<file path="config.mk">
export PLATFORM = sky130hd
export DESIGN_NAME = voxel_piece_placement_grid_core
export DESIGN_NICKNAME = d
export VERILOG_FILES = /design/src/design/vppg_pkg.sv /design/src/design/vppg_lane.sv /design/src/design/vppg_merge.sv /design/src/design/vppg_grid.sv /design/src/design/voxel_piece_placement_grid_core.sv
export SDC_FILE = /design/constraint.sdc
export NUM_CORES = 1
export LEC_CHECK = 0
export BUFFER_PORTS_ARGS = -buffer_cell sky130_fd_sc_hd__clkbuf_2
export CAP_MARGIN = 10
export CORE_MARGIN = 10
export CORE_UTILIZATION = 64
export CTS_CLUSTER_SIZE = 14
export DETAILED_ROUTE_END_ITERATION = 10
export GPL_ROUTABILITY_DRIVEN = 0
export HOLD_SLACK_MARGIN = 0.08
export PLACE_DENSITY_LB_ADDON = 0.08
export SETUP_SLACK_MARGIN = 0.3
export SYNTH_ARGS = -nofsm -noshare
export SYNTH_HDL_FRONTEND = slang
export SYNTH_HIERARCHICAL = 1
export SYNTH_SLANG_ARGS = --single-unit
</file>
<file path="constraint.sdc">
create_clock -name clk -period 4.1 [get_ports clk]
set_input_delay 0.82 -clock clk [delete_from_list [all_inputs] [get_ports clk]]
set_output_delay 0.82 -clock clk [all_outputs]
set_load 0.02 [all_outputs]
</file>
<file path="src/design/vppg_pkg.sv">
// Shared types and constants for the voxel piece placement grid.
// No dependencies; every other file in the block imports this package.
package vppg_pkg;

    // Number of offset fields carried by one request.
    localparam int OFFSET_FIELDS = 5;

    // Configuration register indexes.
    localparam logic [1:0] REG_GRID_WIDTH  = 2'd0;
    localparam logic [1:0] REG_GRID_DEPTH  = 2'd1;
    localparam logic [1:0] REG_GRID_HEIGHT = 2'd2;

    typedef enum logic [1:0] {
        MODE_CHECK  = 2'd0,
        MODE_PUT    = 2'd1,
        MODE_REMOVE = 2'd2
    } mode_t;

    // Configured grid extents, one per axis.
    typedef struct packed {
        logic [2:0] w;
        logic [2:0] d;
        logic [2:0] h;
    } ext_t;

    // What one block lane found for its offset.
    typedef struct packed {
        logic active;
        logic inb;
        logic busy;
    } lane_stat_t;

    // Record written into a claimed cell.
    typedef struct packed {
        logic [3:0] owner;
        logic [5:0] origin;
        logic [4:0] orientation;
    } rec_t;

endpackage

</file>
<file path="src/design/vppg_lane.sv">
// One block lane: forms the cell coordinate, tests it against the extents
// and looks up its occupied bit. Depends on vppg_pkg.
module vppg_lane #(
    parameter int GRID_DIM = 4,
    parameter int LANE     = 0,
    parameter int IDX_W    = 6
) (
    input  vppg_pkg::ext_t              ext,
    input  logic [1:0]                  origin_x,
    input  logic [1:0]                  origin_y,
    input  logic [1:0]                  origin_z,
    input  logic [5:0]                  offset,
    input  logic [2:0]                  block_count,
    input  logic [GRID_DIM**3-1:0]      occ,
    output vppg_pkg::lane_stat_t        stat,
    output logic [IDX_W-1:0]            idx
);
    import vppg_pkg::*;

    localparam int FLAT_W = IDX_W + 3;

    logic [2:0]        cx;
    logic [2:0]        cy;
    logic [2:0]        cz;
    logic [3:0]        eff_x;
    logic [3:0]        eff_y;
    logic [3:0]        eff_z;
    logic [FLAT_W-1:0] flat;

    // Extents above the grid size count as the grid size.
    always_comb
    begin
        eff_x = ({1'b0, ext.w} > 4'(GRID_DIM)) ? 4'(GRID_DIM) : {1'b0, ext.w};
        eff_y = ({1'b0, ext.d} > 4'(GRID_DIM)) ? 4'(GRID_DIM) : {1'b0, ext.d};
        eff_z = ({1'b0, ext.h} > 4'(GRID_DIM)) ? 4'(GRID_DIM) : {1'b0, ext.h};
    end

    assign cx = {1'b0, origin_x} + {1'b0, offset[1:0]};
    assign cy = {1'b0, origin_y} + {1'b0, offset[3:2]};
    assign cz = {1'b0, origin_z} + {1'b0, offset[5:4]};

    assign flat = FLAT_W'(cx) + FLAT_W'(GRID_DIM)
                * (FLAT_W'(cy) + FLAT_W'(GRID_DIM) * FLAT_W'(cz));
    assign idx  = flat[IDX_W-1:0];

    always_comb
    begin
        stat.active = 3'(LANE) < block_count;
        stat.inb    = ({1'b0, cx} < eff_x) && ({1'b0, cy} < eff_y)
                   && ({1'b0, cz} < eff_z);
        // Only look at the grid when the index is known to be in range.
        stat.busy   = stat.inb ? occ[idx] : 1'b0;
    end

endmodule

</file>
<file path="src/design/vppg_merge.sv">
// Merging stage: folds the lane findings into the fits flag and the per-lane
// claim and clear enables. Depends on vppg_pkg.
module vppg_merge #(
    parameter int LANES = 5
) (
    input  logic                 go,
    input  logic [1:0]           mode,
    input  vppg_pkg::lane_stat_t stat [LANES],
    output logic                 fits,
    output logic [LANES-1:0]     set_en,
    output logic [LANES-1:0]     clr_en
);
    import vppg_pkg::*;

    logic chk_ok;

    always_comb
    begin
        chk_ok = 1'b1;
        for (int i = 0; i < LANES; i++)
        begin
            if (stat[i].active && (!stat[i].inb || stat[i].busy))
                chk_ok = 1'b0;
        end
    end

    always_comb
    begin
        fits = (mode == MODE_REMOVE) ? 1'b1 : chk_ok;
        for (int i = 0; i < LANES; i++)
        begin
            set_en[i] = go && (mode == MODE_PUT) && chk_ok
                     && stat[i].active && stat[i].inb;
            clr_en[i] = go && (mode == MODE_REMOVE)
                     && stat[i].active && stat[i].inb;
        end
    end

endmodule

</file>
<file path="src/design/vppg_grid.sv">
// Grid storage: occupied bits in flops, cleared by reset, and one record
// memory bank per lane for owner, origin and rotation. Depends on vppg_pkg.
module vppg_grid #(
    parameter int CELLS = 64,
    parameter int LANES = 5,
    parameter int IDX_W = 6
) (
    input  logic                         clk,
    input  logic                         rst_n,
    input  logic [LANES-1:0]             set_en,
    input  logic [LANES-1:0]             clr_en,
    input  logic [LANES-1:0][IDX_W-1:0]  idx,
    input  vppg_pkg::rec_t               rec,
    output logic [CELLS-1:0]             occ
);
    import vppg_pkg::*;

    logic [CELLS-1:0] occ_reg;
    logic [CELLS-1:0] occ_next;

    // A request either claims or clears, never both, so lane order is moot.
    always_comb
    begin
        occ_next = occ_reg;
        for (int i = 0; i < LANES; i++)
        begin
            if (clr_en[i])
                occ_next[idx[i]] = 1'b0;
            if (set_en[i])
                occ_next[idx[i]] = 1'b1;
        end
    end

    always_ff @(posedge clk or negedge rst_n)
    begin
        if (!rst_n)
            occ_reg <= '0;
        else
            occ_reg <= occ_next;
    end

    assign occ = occ_reg;

    // One write port per bank; the bank of the lane that claimed a cell last
    // holds its current record.
    for (genvar g = 0; g < LANES; g++)
    begin : g_bank
        rec_t bank [CELLS];

        always_ff @(posedge clk)
        begin
            if (set_en[g])
                bank[idx[g]] <= rec;
        end
    end

endmodule

</file>
<file path="src/design/voxel_piece_placement_grid_core.sv">
// Top level of the voxel piece placement grid: configuration registers,
// request handshake, block lanes, merge and grid storage.
// Depends on vppg_pkg, vppg_lane, vppg_merge and vppg_grid.
//
//   channel   signals                               direction
//   --------  ------------------------------------  ---------
//   request   in_valid / in_ready, mode .. offset_4  in
//   result    out_valid / out_ready, fits           out
//   config    cfg_we, cfg_index, cfg_data           in
//
// One request per cycle while in_ready is high: the lanes read the flop
// occupancy vector, the merge decides, and the grid updates at the same edge
// that loads the result. The next request sees the updated grid with no gap.
// Reset clears every occupied bit at once; no sweep follows.
// in_ready drops only while a result is held and out_ready is low.
module voxel_piece_placement_grid_core #(
    parameter int GRID_DIM   = 4,
    parameter int MAX_BLOCKS = 5
) (
    input  logic       clk,
    input  logic       rst_n,
    input  logic       in_valid,
    output logic       in_ready,
    input  logic [1:0] mode,
    input  logic [3:0] piece_id,
    input  logic [4:0] orientation,
    input  logic [1:0] origin_x,
    input  logic [1:0] origin_y,
    input  logic [1:0] origin_z,
    input  logic [2:0] block_count,
    input  logic [5:0] offset_0,
    input  logic [5:0] offset_1,
    input  logic [5:0] offset_2,
    input  logic [5:0] offset_3,
    input  logic [5:0] offset_4,
    output logic       out_valid,
    input  logic       out_ready,
    output logic       fits,
    input  logic       cfg_we,
    input  logic [1:0] cfg_index,
    input  logic [2:0] cfg_data
);
    import vppg_pkg::*;

    localparam int CELLS = GRID_DIM * GRID_DIM * GRID_DIM;
    localparam int IDX_W = $clog2(CELLS);
    localparam int LANES = (MAX_BLOCKS < OFFSET_FIELDS) ? MAX_BLOCKS : OFFSET_FIELDS;

    ext_t                        ext_reg;
    ext_t                        ext_next;
    logic                        out_valid_reg;
    logic                        out_valid_next;
    logic                        fits_reg;
    logic                        fits_next;
    logic                        in_accept;
    logic [5:0]                  offs [OFFSET_FIELDS];
    lane_stat_t                  lane_stat [LANES];
    logic [LANES-1:0][IDX_W-1:0] lane_idx;
    logic [LANES-1:0]            set_en;
    logic [LANES-1:0]            clr_en;
    logic [CELLS-1:0]            occ_vec;
    rec_t                        rec;

    assign in_ready  = !out_valid_reg || out_ready;
    assign in_accept = in_valid && in_ready;

    assign offs[0] = offset_0;
    assign offs[1] = offset_1;
    assign offs[2] = offset_2;
    assign offs[3] = offset_3;
    assign offs[4] = offset_4;

    assign rec.owner       = piece_id;
    assign rec.origin      = {origin_z, origin_y, origin_x};
    assign rec.orientation = orientation;

    for (genvar g = 0; g < LANES; g++)
    begin : g_lane
        vppg_lane #(
            .GRID_DIM (GRID_DIM),
            .LANE     (g),
            .IDX_W    (IDX_W)
        ) u_lane (
            .ext         (ext_reg),
            .origin_x    (origin_x),
            .origin_y    (origin_y),
            .origin_z    (origin_z),
            .offset      (offs[g]),
            .block_count (block_count),
            .occ         (occ_vec),
            .stat        (lane_stat[g]),
            .idx         (lane_idx[g])
        );
    end

    vppg_merge #(
        .LANES (LANES)
    ) u_merge (
        .go     (in_accept),
        .mode   (mode),
        .stat   (lane_stat),
        .fits   (fits_next),
        .set_en (set_en),
        .clr_en (clr_en)
    );

    vppg_grid #(
        .CELLS (CELLS),
        .LANES (LANES),
        .IDX_W (IDX_W)
    ) u_grid (
        .clk    (clk),
        .rst_n  (rst_n),
        .set_en (set_en),
        .clr_en (clr_en),
        .idx    (lane_idx),
        .rec    (rec),
        .occ    (occ_vec)
    );

    // Configuration writes; an index past the list is dropped.
    always_comb
    begin
        ext_next = ext_reg;
        if (cfg_we)
        begin
            case (cfg_index)
                REG_GRID_WIDTH:  ext_next.w = cfg_data;
                REG_GRID_DEPTH:  ext_next.d = cfg_data;
                REG_GRID_HEIGHT: ext_next.h = cfg_data;
                default:         ext_next = ext_reg;
            endcase
        end
    end

    always_comb
    begin
        out_valid_next = out_valid_reg;
        if (in_accept)
            out_valid_next = 1'b1;
        else if (out_ready)
            out_valid_next = 1'b0;
    end

    always_ff @(posedge clk or negedge rst_n)
    begin
        if (!rst_n)
        begin
            ext_reg       <= '{w: 3'd4, d: 3'd4, h: 3'd4};
            out_valid_reg <= 1'b0;
        end
        else
        begin
            ext_reg       <= ext_next;
            out_valid_reg <= out_valid_next;
        end
    end

    always_ff @(posedge clk)
    begin
        if (in_accept)
            fits_reg <= fits_next;
    end

    assign out_valid = out_valid_reg;
    assign fits      = fits_reg;

    // Remove always reports a fit.
    a_remove_fits: assert property (@(posedge clk) disable iff (!rst_n)
        in_accept && (mode == MODE_REMOVE) |=> fits)
        else $error("remove reported no fit");

    // Check, unused mode and a failed put leave the grid alone.
    a_no_change: assert property (@(posedge clk) disable iff (!rst_n)
        in_accept && (mode != MODE_REMOVE) && !((mode == MODE_PUT) && fits_next)
        |=> $stable(occ_vec))
        else $error("grid changed without a successful put or remove");

    // A successful put claims the cell of its first block.
    a_put_claims: assert property (@(posedge clk) disable iff (!rst_n)
        in_accept && (mode == MODE_PUT) && fits_next && lane_stat[0].active
        |=> occ_vec[$past(lane_idx[0])])
        else $error("put did not claim its first cell");

endmodule

</file>
==> metrics.md, run 1 <==
| Metric | Value |
|---|---|
| Flops & latches, synth | 75 |
| Status | did not finish |
| Post-synthesis simple-gate area fraction | a little over a fifth |
| Buffers on Ports | 53 |
| Post-synthesis mux area share | between 10% and 20% |
| Async SR Flop Fraction | 98.67% |
| Num ports | 63 |
| GR Util All Layers | around 78% |
| Worst EP kind | sequential cell input |
| Number of synthesized flops with an enable pin | 1 |
| Largest net degree at the start of global routing | 75 |
| Die Height | around 160 µm |
| HPWL Detailed | approximately 42,000 µm |
| Failed at | global routing |
| Synth Area in XOR/XNOR | 1.322% |
| Cts bufs inserted | 9 |
| Syn Area/Cell | just under 9 µm² |
| Ys Warns | 6 |
| Syn Std Cell Area | 0.01202 mm² |
| CTS Sinks | 75 |
| Initial Util | between 60% and 70% |
| Top_reg_cell synth | dfrtp_1 |
| First Err | [ERROR GRT-0232] Routing congestion too high. Check the congestion heatmap in the GUI. |
| Total gr overflow | 168 |
| Syn nets | 1,495 |
| Rows | 50 |
| Sequential area share after synthesis | between 10% and 20% |
| Synth cell types | slightly above 90 |
| Root Driver | clkbuf_16 |
| Post-Synth Adder-Cell Area | 8.616% |
| Largest family of logic cells by synthesized area | compound AO/OA/AOI/OAI gates |
| CTS H-tree depth | 3 |
| Die Span X | ~160 µm |
| Cells after synthesis | around 1,400 |
| Clk buf depth | 2 |
| Compound-Gate Fraction of Synth Area | about a quarter |
| GRT worst endpoint | u_grid/occ[24]$_DFF_PN0_/D |
-- cells in the mapped netlist (5+ instances only) --
master / number / area share, %
dfrtp_1: 71 / 15
buf_6: 13 / 1.2
nand2b_1: 13 / 0.68
nand4bb_1: 15 / 1.4
o32ai_1: 64 / 4.7
xor2_1: 7 / 0.51
o21a_1: 33 / 2.1
ha_1: 54 / 5.6
maj3_1: 6 / 0.50
buf_2: 47 / 2.0
and3_1: 6 / 0.31
fa_1: 15 / 2.5
nand2_1: 108 / 3.4
mux4_1: 17 / 3.7
o221ai_1: 63 / 4.6
nor2_1: 152 / 4.7
nand3b_1: 20 / 1.2
nor2b_1: 10 / 0.52
nand4b_1: 17 / 1.2
mux4_2: 65 / 12
o21ai_0: 11 / 0.46
clkbuf_1: 50 / 1.6
o31a_1: 5 / 0.36
inv_1: 46 / 1.4
and3b_1: 9 / 0.66
buf_1: 15 / 0.47
nor3b_1: 6 / 0.37
mux2i_1: 26 / 2.2
xnor2_1: 8 / 0.58
mux2_1: 8 / 0.75
or3_1: 8 / 0.42
a21oi_1: 65 / 2.7
nand3_1: 20 / 0.83
o22ai_1: 126 / 6.6
nand4_1: 8 / 0.42
nor3_1: 10 / 0.42
buf_4: 10 / 0.62
or3b_1: 12 / 0.87
a21boi_0: 35 / 2.2
-- through the flow --
| step | util, % | setup slack [ns] | area [µm²] | cells |
|---|---|---|---|---|
| CTS | 87.93 | -0.7311 | 16340 | 1843 |
| detailed placement | 77.46 | -1.311 | 14390 | 1800 |
| global placement | 77.46 | -1.235 | 14390 | 1800 |
| floorplan | - | -0.5958 | 12380 | 1366 |
-- kinds of logic after synthesis --
group,after synthesis
AND/OR/NAND/NOR,458
AO/OA/AOI/OAI,437
buffers and inverters,185
multiplexers,120
adder cells (fa/ha/maj),75
flip-flops,75
XOR/XNOR,16
-- what timing repair did --
item                                    in CTS
gates cloned                                 1
hold buffers                                 0
setup buffers                               26
endpoints found under the setup margin      65
gates resized for setup                    253
pin swaps                                   96
-- per-layer routing --
metal / GRT usage, % / GRT overflow
met1: 75.55 / 2
met2: 89.96 / 94
met3: 67.85 / 2
met4: 80.37 / 69
met5: 33.62 / 1
==> inputs of run 2 (changes only) <==
Settings changed: CORE_UTILIZATION 64 to 40, CTS_CLUSTER_SIZE 14 to default, HOLD_SLACK_MARGIN 0.08 to default, PLACE_DENSITY_LB_ADDON 0.08 to 0.15, SETUP_SLACK_MARGIN 0.3 to default.
==> run 2 against run 1 <==
Against the previous run: the flow now finishes, with violations (setup timing); synthesized area unchanged; synthesized cell count unchanged.
==> metrics.md, run 2 <==
| Metric | Value |
|---|---|
| Routed WL | 61,280 µm |
| HPWL Detailed | 45,820 µm |
| Die ar. | between 0.03 and 0.04 mm² |
| Total gr overflow | 0 |
| Worst Hold Path EP | out_valid |
| Num ports | 63 |
| MaxCap Viol Count | 0 |
| Synth cell types | 91 |
| Min-delay src | out_valid |
| Initial DRT Pass Iterations | 8 |
| Cts bufs inserted | 9 |
| Finished Cell Area | 0.01775 mm² |
| Hold Crit Class | flop to flop |
| Buffers on Ports | 53 |
| Minimum clock period | around 5.0 ns |
| Worst clock skew | approximately 0.0083 ns |
| Syn Area/Cell | a little under 9 µm² |
| CTS tree | built |
| Startpoint type of the worst setup path | primary input |
| Synth area leaders | dfrtp_1 15%, mux4_2 12%, o22ai_1 6.6% |
| CP Capture Type | flop |
| Worst hold stages | 2 |
| Final cell count without fillers | approximately 2,100 |
| Routed Antenna Nets | 0 |
| Crit path top cell by count | buf_6 |
| Commonest non-fill, non-tap cell in the layout | buf_4 |
| Worst-margin pin slew | 1.085 ns |
| Die Height | ~190 µm |
| Root Driver | clkbuf_16 |
| Sequential area share after synthesis | around 16% |
| FF-to-FF Start | u_grid/occ[47] |
| Status | complete, but fails checks |
| Layout cell share with drive strength beyond 1 | a little over 50% |
| Clk buf depth | 2 |
| Max reg flops | 64 |
| Fin. max-slew vios | 0 |
| Top_reg_cell synth | dfrtp_1 |
| Cts hold-fix bufs | 0 |
| Syn nets | 1,495 |
| CTS Sinks | between 70 and 80 |
| CP max FO | 8 |
| Fin util | 59.90% |
| Cell taking the most area after synthesis | dfrtp_1 |
| Power, Total | about 4.2 mW |
| Fin Hold WS | 0.5391 ns |
| Sequence of cells on the critical path | clkbuf_16 -> ha_4 -> fa_2 -> ha_4 -> buf_6 -> mux4_2 -> mux4_2 -> o211ai_1 -> a21boi_2 -> nand2b_4 -> a211o_4 -> buf_6 -> buf_6 -> nor4_4 -> buf_4 -> or4b_4 -> o22ai_2 -> nor2_2 -> a21oi_2 |
| Ys Warns | 6 |
| Via Count | between 10,000 and 15,000 |
| Syn Std Cell Area | about 0.012 mm² |
| Initial antenna violation count | 1 |
| Async SR Flop Fraction | between 90% and 100% |
| Final setup TNS | -53.89 ns |
| RSZ-0062 raised after global routing | true |
| Worst path max stage delay | 0.58 ns |
| Cells after synthesis | 1,366 |
| Yosys top cell area share | between 10 and 15% |
| Initial Util | about two fifths |
| Area growth from synthesis to layout | 47.65% |
| Slew headroom | between 20% and 30% |
| FF-to-FF End | u_grid/occ[0] |
| Global-route wire length before repair | around 88,000 µm |
| Peak VDD IR | 0.2056 mV |
| Core ar. | approximately 0.030 mm² |
| GR Util All Layers | a little under a third |
| Post-DR wirelength/cell | 29.89 µm |
| FF-to-FF setup slack | -0.16 ns |
| FF-to-FF path depth | 15 |
| Fin worst setup slack | -0.9419 ns |
| Crit Path Class | primary input to flop |
| Rows | 63 |
| Vias per cell | roughly 7.1 |
| Die Span X | 193.4 µm |
| Vias in the first global route | about 14,000 |
| Pre-CTS WS | -1.431 ns |
| CP arrival | about 5.3 ns |
| Most frequent cells in the layout | 300 x buf_4, 102 x nand2_1, 101 x nor2_1, 71 x dfrtp_1, 68 x o22ai_2 |
| Fillers | 2,490 |
| # setup viols final | 64 |
| Highest Clock Rate | between 0.15 and 0.2 GHz |
| Cell Pwr Density | 238.3 mW/mm² |
| Worst-Skew Late Latency | ~0.36 ns |
| Clock slew at reported path FFs | about 0.070 ns |
| Nets | 1,782 |
| Slowest-stage cell, CP | or4b_4 |
| Failing checks | setup timing |
| Cell with the most instances after synthesis | nor2_1 |
| Leakage | 6.422 nW |
| Fin. Hold Viols | 0 |
| Fin crit share | 123.0% |
| CTS H-tree depth | 3 |
| Number of synthesized flops with an enable pin | 1 |
| Residual DRC | 0 |
| Initial drt markers | 2,618 |
| Req. time, crit path | around 4.4 ns |
| Inst Count DP | between 1,500 and 2,000 |
| Placed Area | 0.01488 mm² |
| Flops & latches, synth | between 70 and 80 |
| Commonest cells in the synthesized netlist | 152 x nor2_1, 126 x o22ai_1, 108 x nand2_1 |
| Largest net degree at the start of global routing | 60 |
==> run 2: cell counts after synthesis <==
Identical to the previous run, type by type.
==> run 2: worst max path at each step <==
stage,cells past startpoint,slack [ns],to,from
final,19,-0.94,u_grid/occ[0],origin_x[0]
after global routing,22,-1.01,u_grid/occ[58],origin_x[0]
after floorplan,17,-0.60,u_grid/occ[40],offset_3[0]
after CTS,18,-0.93,u_grid/occ[24],origin_x[0]
after detailed placement,19,-1.43,u_grid/occ[33],origin_x[0]
after global placement,19,-1.42,u_grid/occ[53],origin_x[0]
==> run 2: final cells by class <==
cell class | instances | area, µm² | area share (%)
multi-input combinational | 1106 | 11450 | 64.51
timing repair buffer | 414 | 3379 | 19.04
sequential | 75 | 1886 | 10.62
tap | 390 | 488.0 | 2.749
clock buffer | 10 | 229.0 | 1.290
inverter | 47 | 176.4 | 0.9937
clock inverter | 6 | 137.6 | 0.7752
antenna | 2 | 5.005 | 0.02819
==> run 2: repair_timing <==
item | 4_1_cts | 5_1_grt
cloned | 1 | 0
pin swaps | 104 | 94
endpoints found under the setup margin | 64 | 65
buffers inserted | 28 | 15
gates resized for setup | 244 | 152
==> run 2: critical path, delay by kind of cell <==
family | cells | cell delay (ns)
muxes | 2 | 0.75
buffers and inverters | 5 | 0.72
AOI/OAI and AO/OA | 5 | 0.98
and+or+nand+nor | 4 | 1.12
adders and majority gates | 3 | 0.90
==> run 2: report_power, final <==
| part | internal, mW | total [mW] | switching (mW) |
|---|---|---|---|
| combinational | 0.931 | 2.38 | 1.45 |
| sequential | 0.766 | 0.815 | 0.0493 |
| clock | 0.660 | 1.03 | 0.373 |
| total | 2.36 | 4.23 | 1.87 |
==> run 2: cell families (layout without fill, tap and decap cells) <==
kind of cell | count (synthesis) | count (layout) | share of synthesized area, %
other | 0 | 2 | 0
buffers and inverters | 185 | 477 | 7.471
DFF | 75 | 75 | 15.68
xor gates and xnor gates | 16 | 16 | 1.322
muxes | 120 | 120 | 19.18
adders and majority gates | 75 | 75 | 8.616
and+or+nand+nor | 458 | 458 | 21.52
AOI/OAI and AO/OA | 437 | 437 | 26.21
==> run 2: per-layer routing <==
metal  share of wire, %  routed length (µm)  track usage (%)  vias to the layer above
met4                6.3                3860            15.31                        0
met5                  0                   0                0                        -
met3                 11                6993            5.515                      323
met2                 45               27560            47.74                     1218
li1                   -                   -                -                     6006
met1                 37               22870            38.24                     7013
Power figures use the tool's default switching activity.
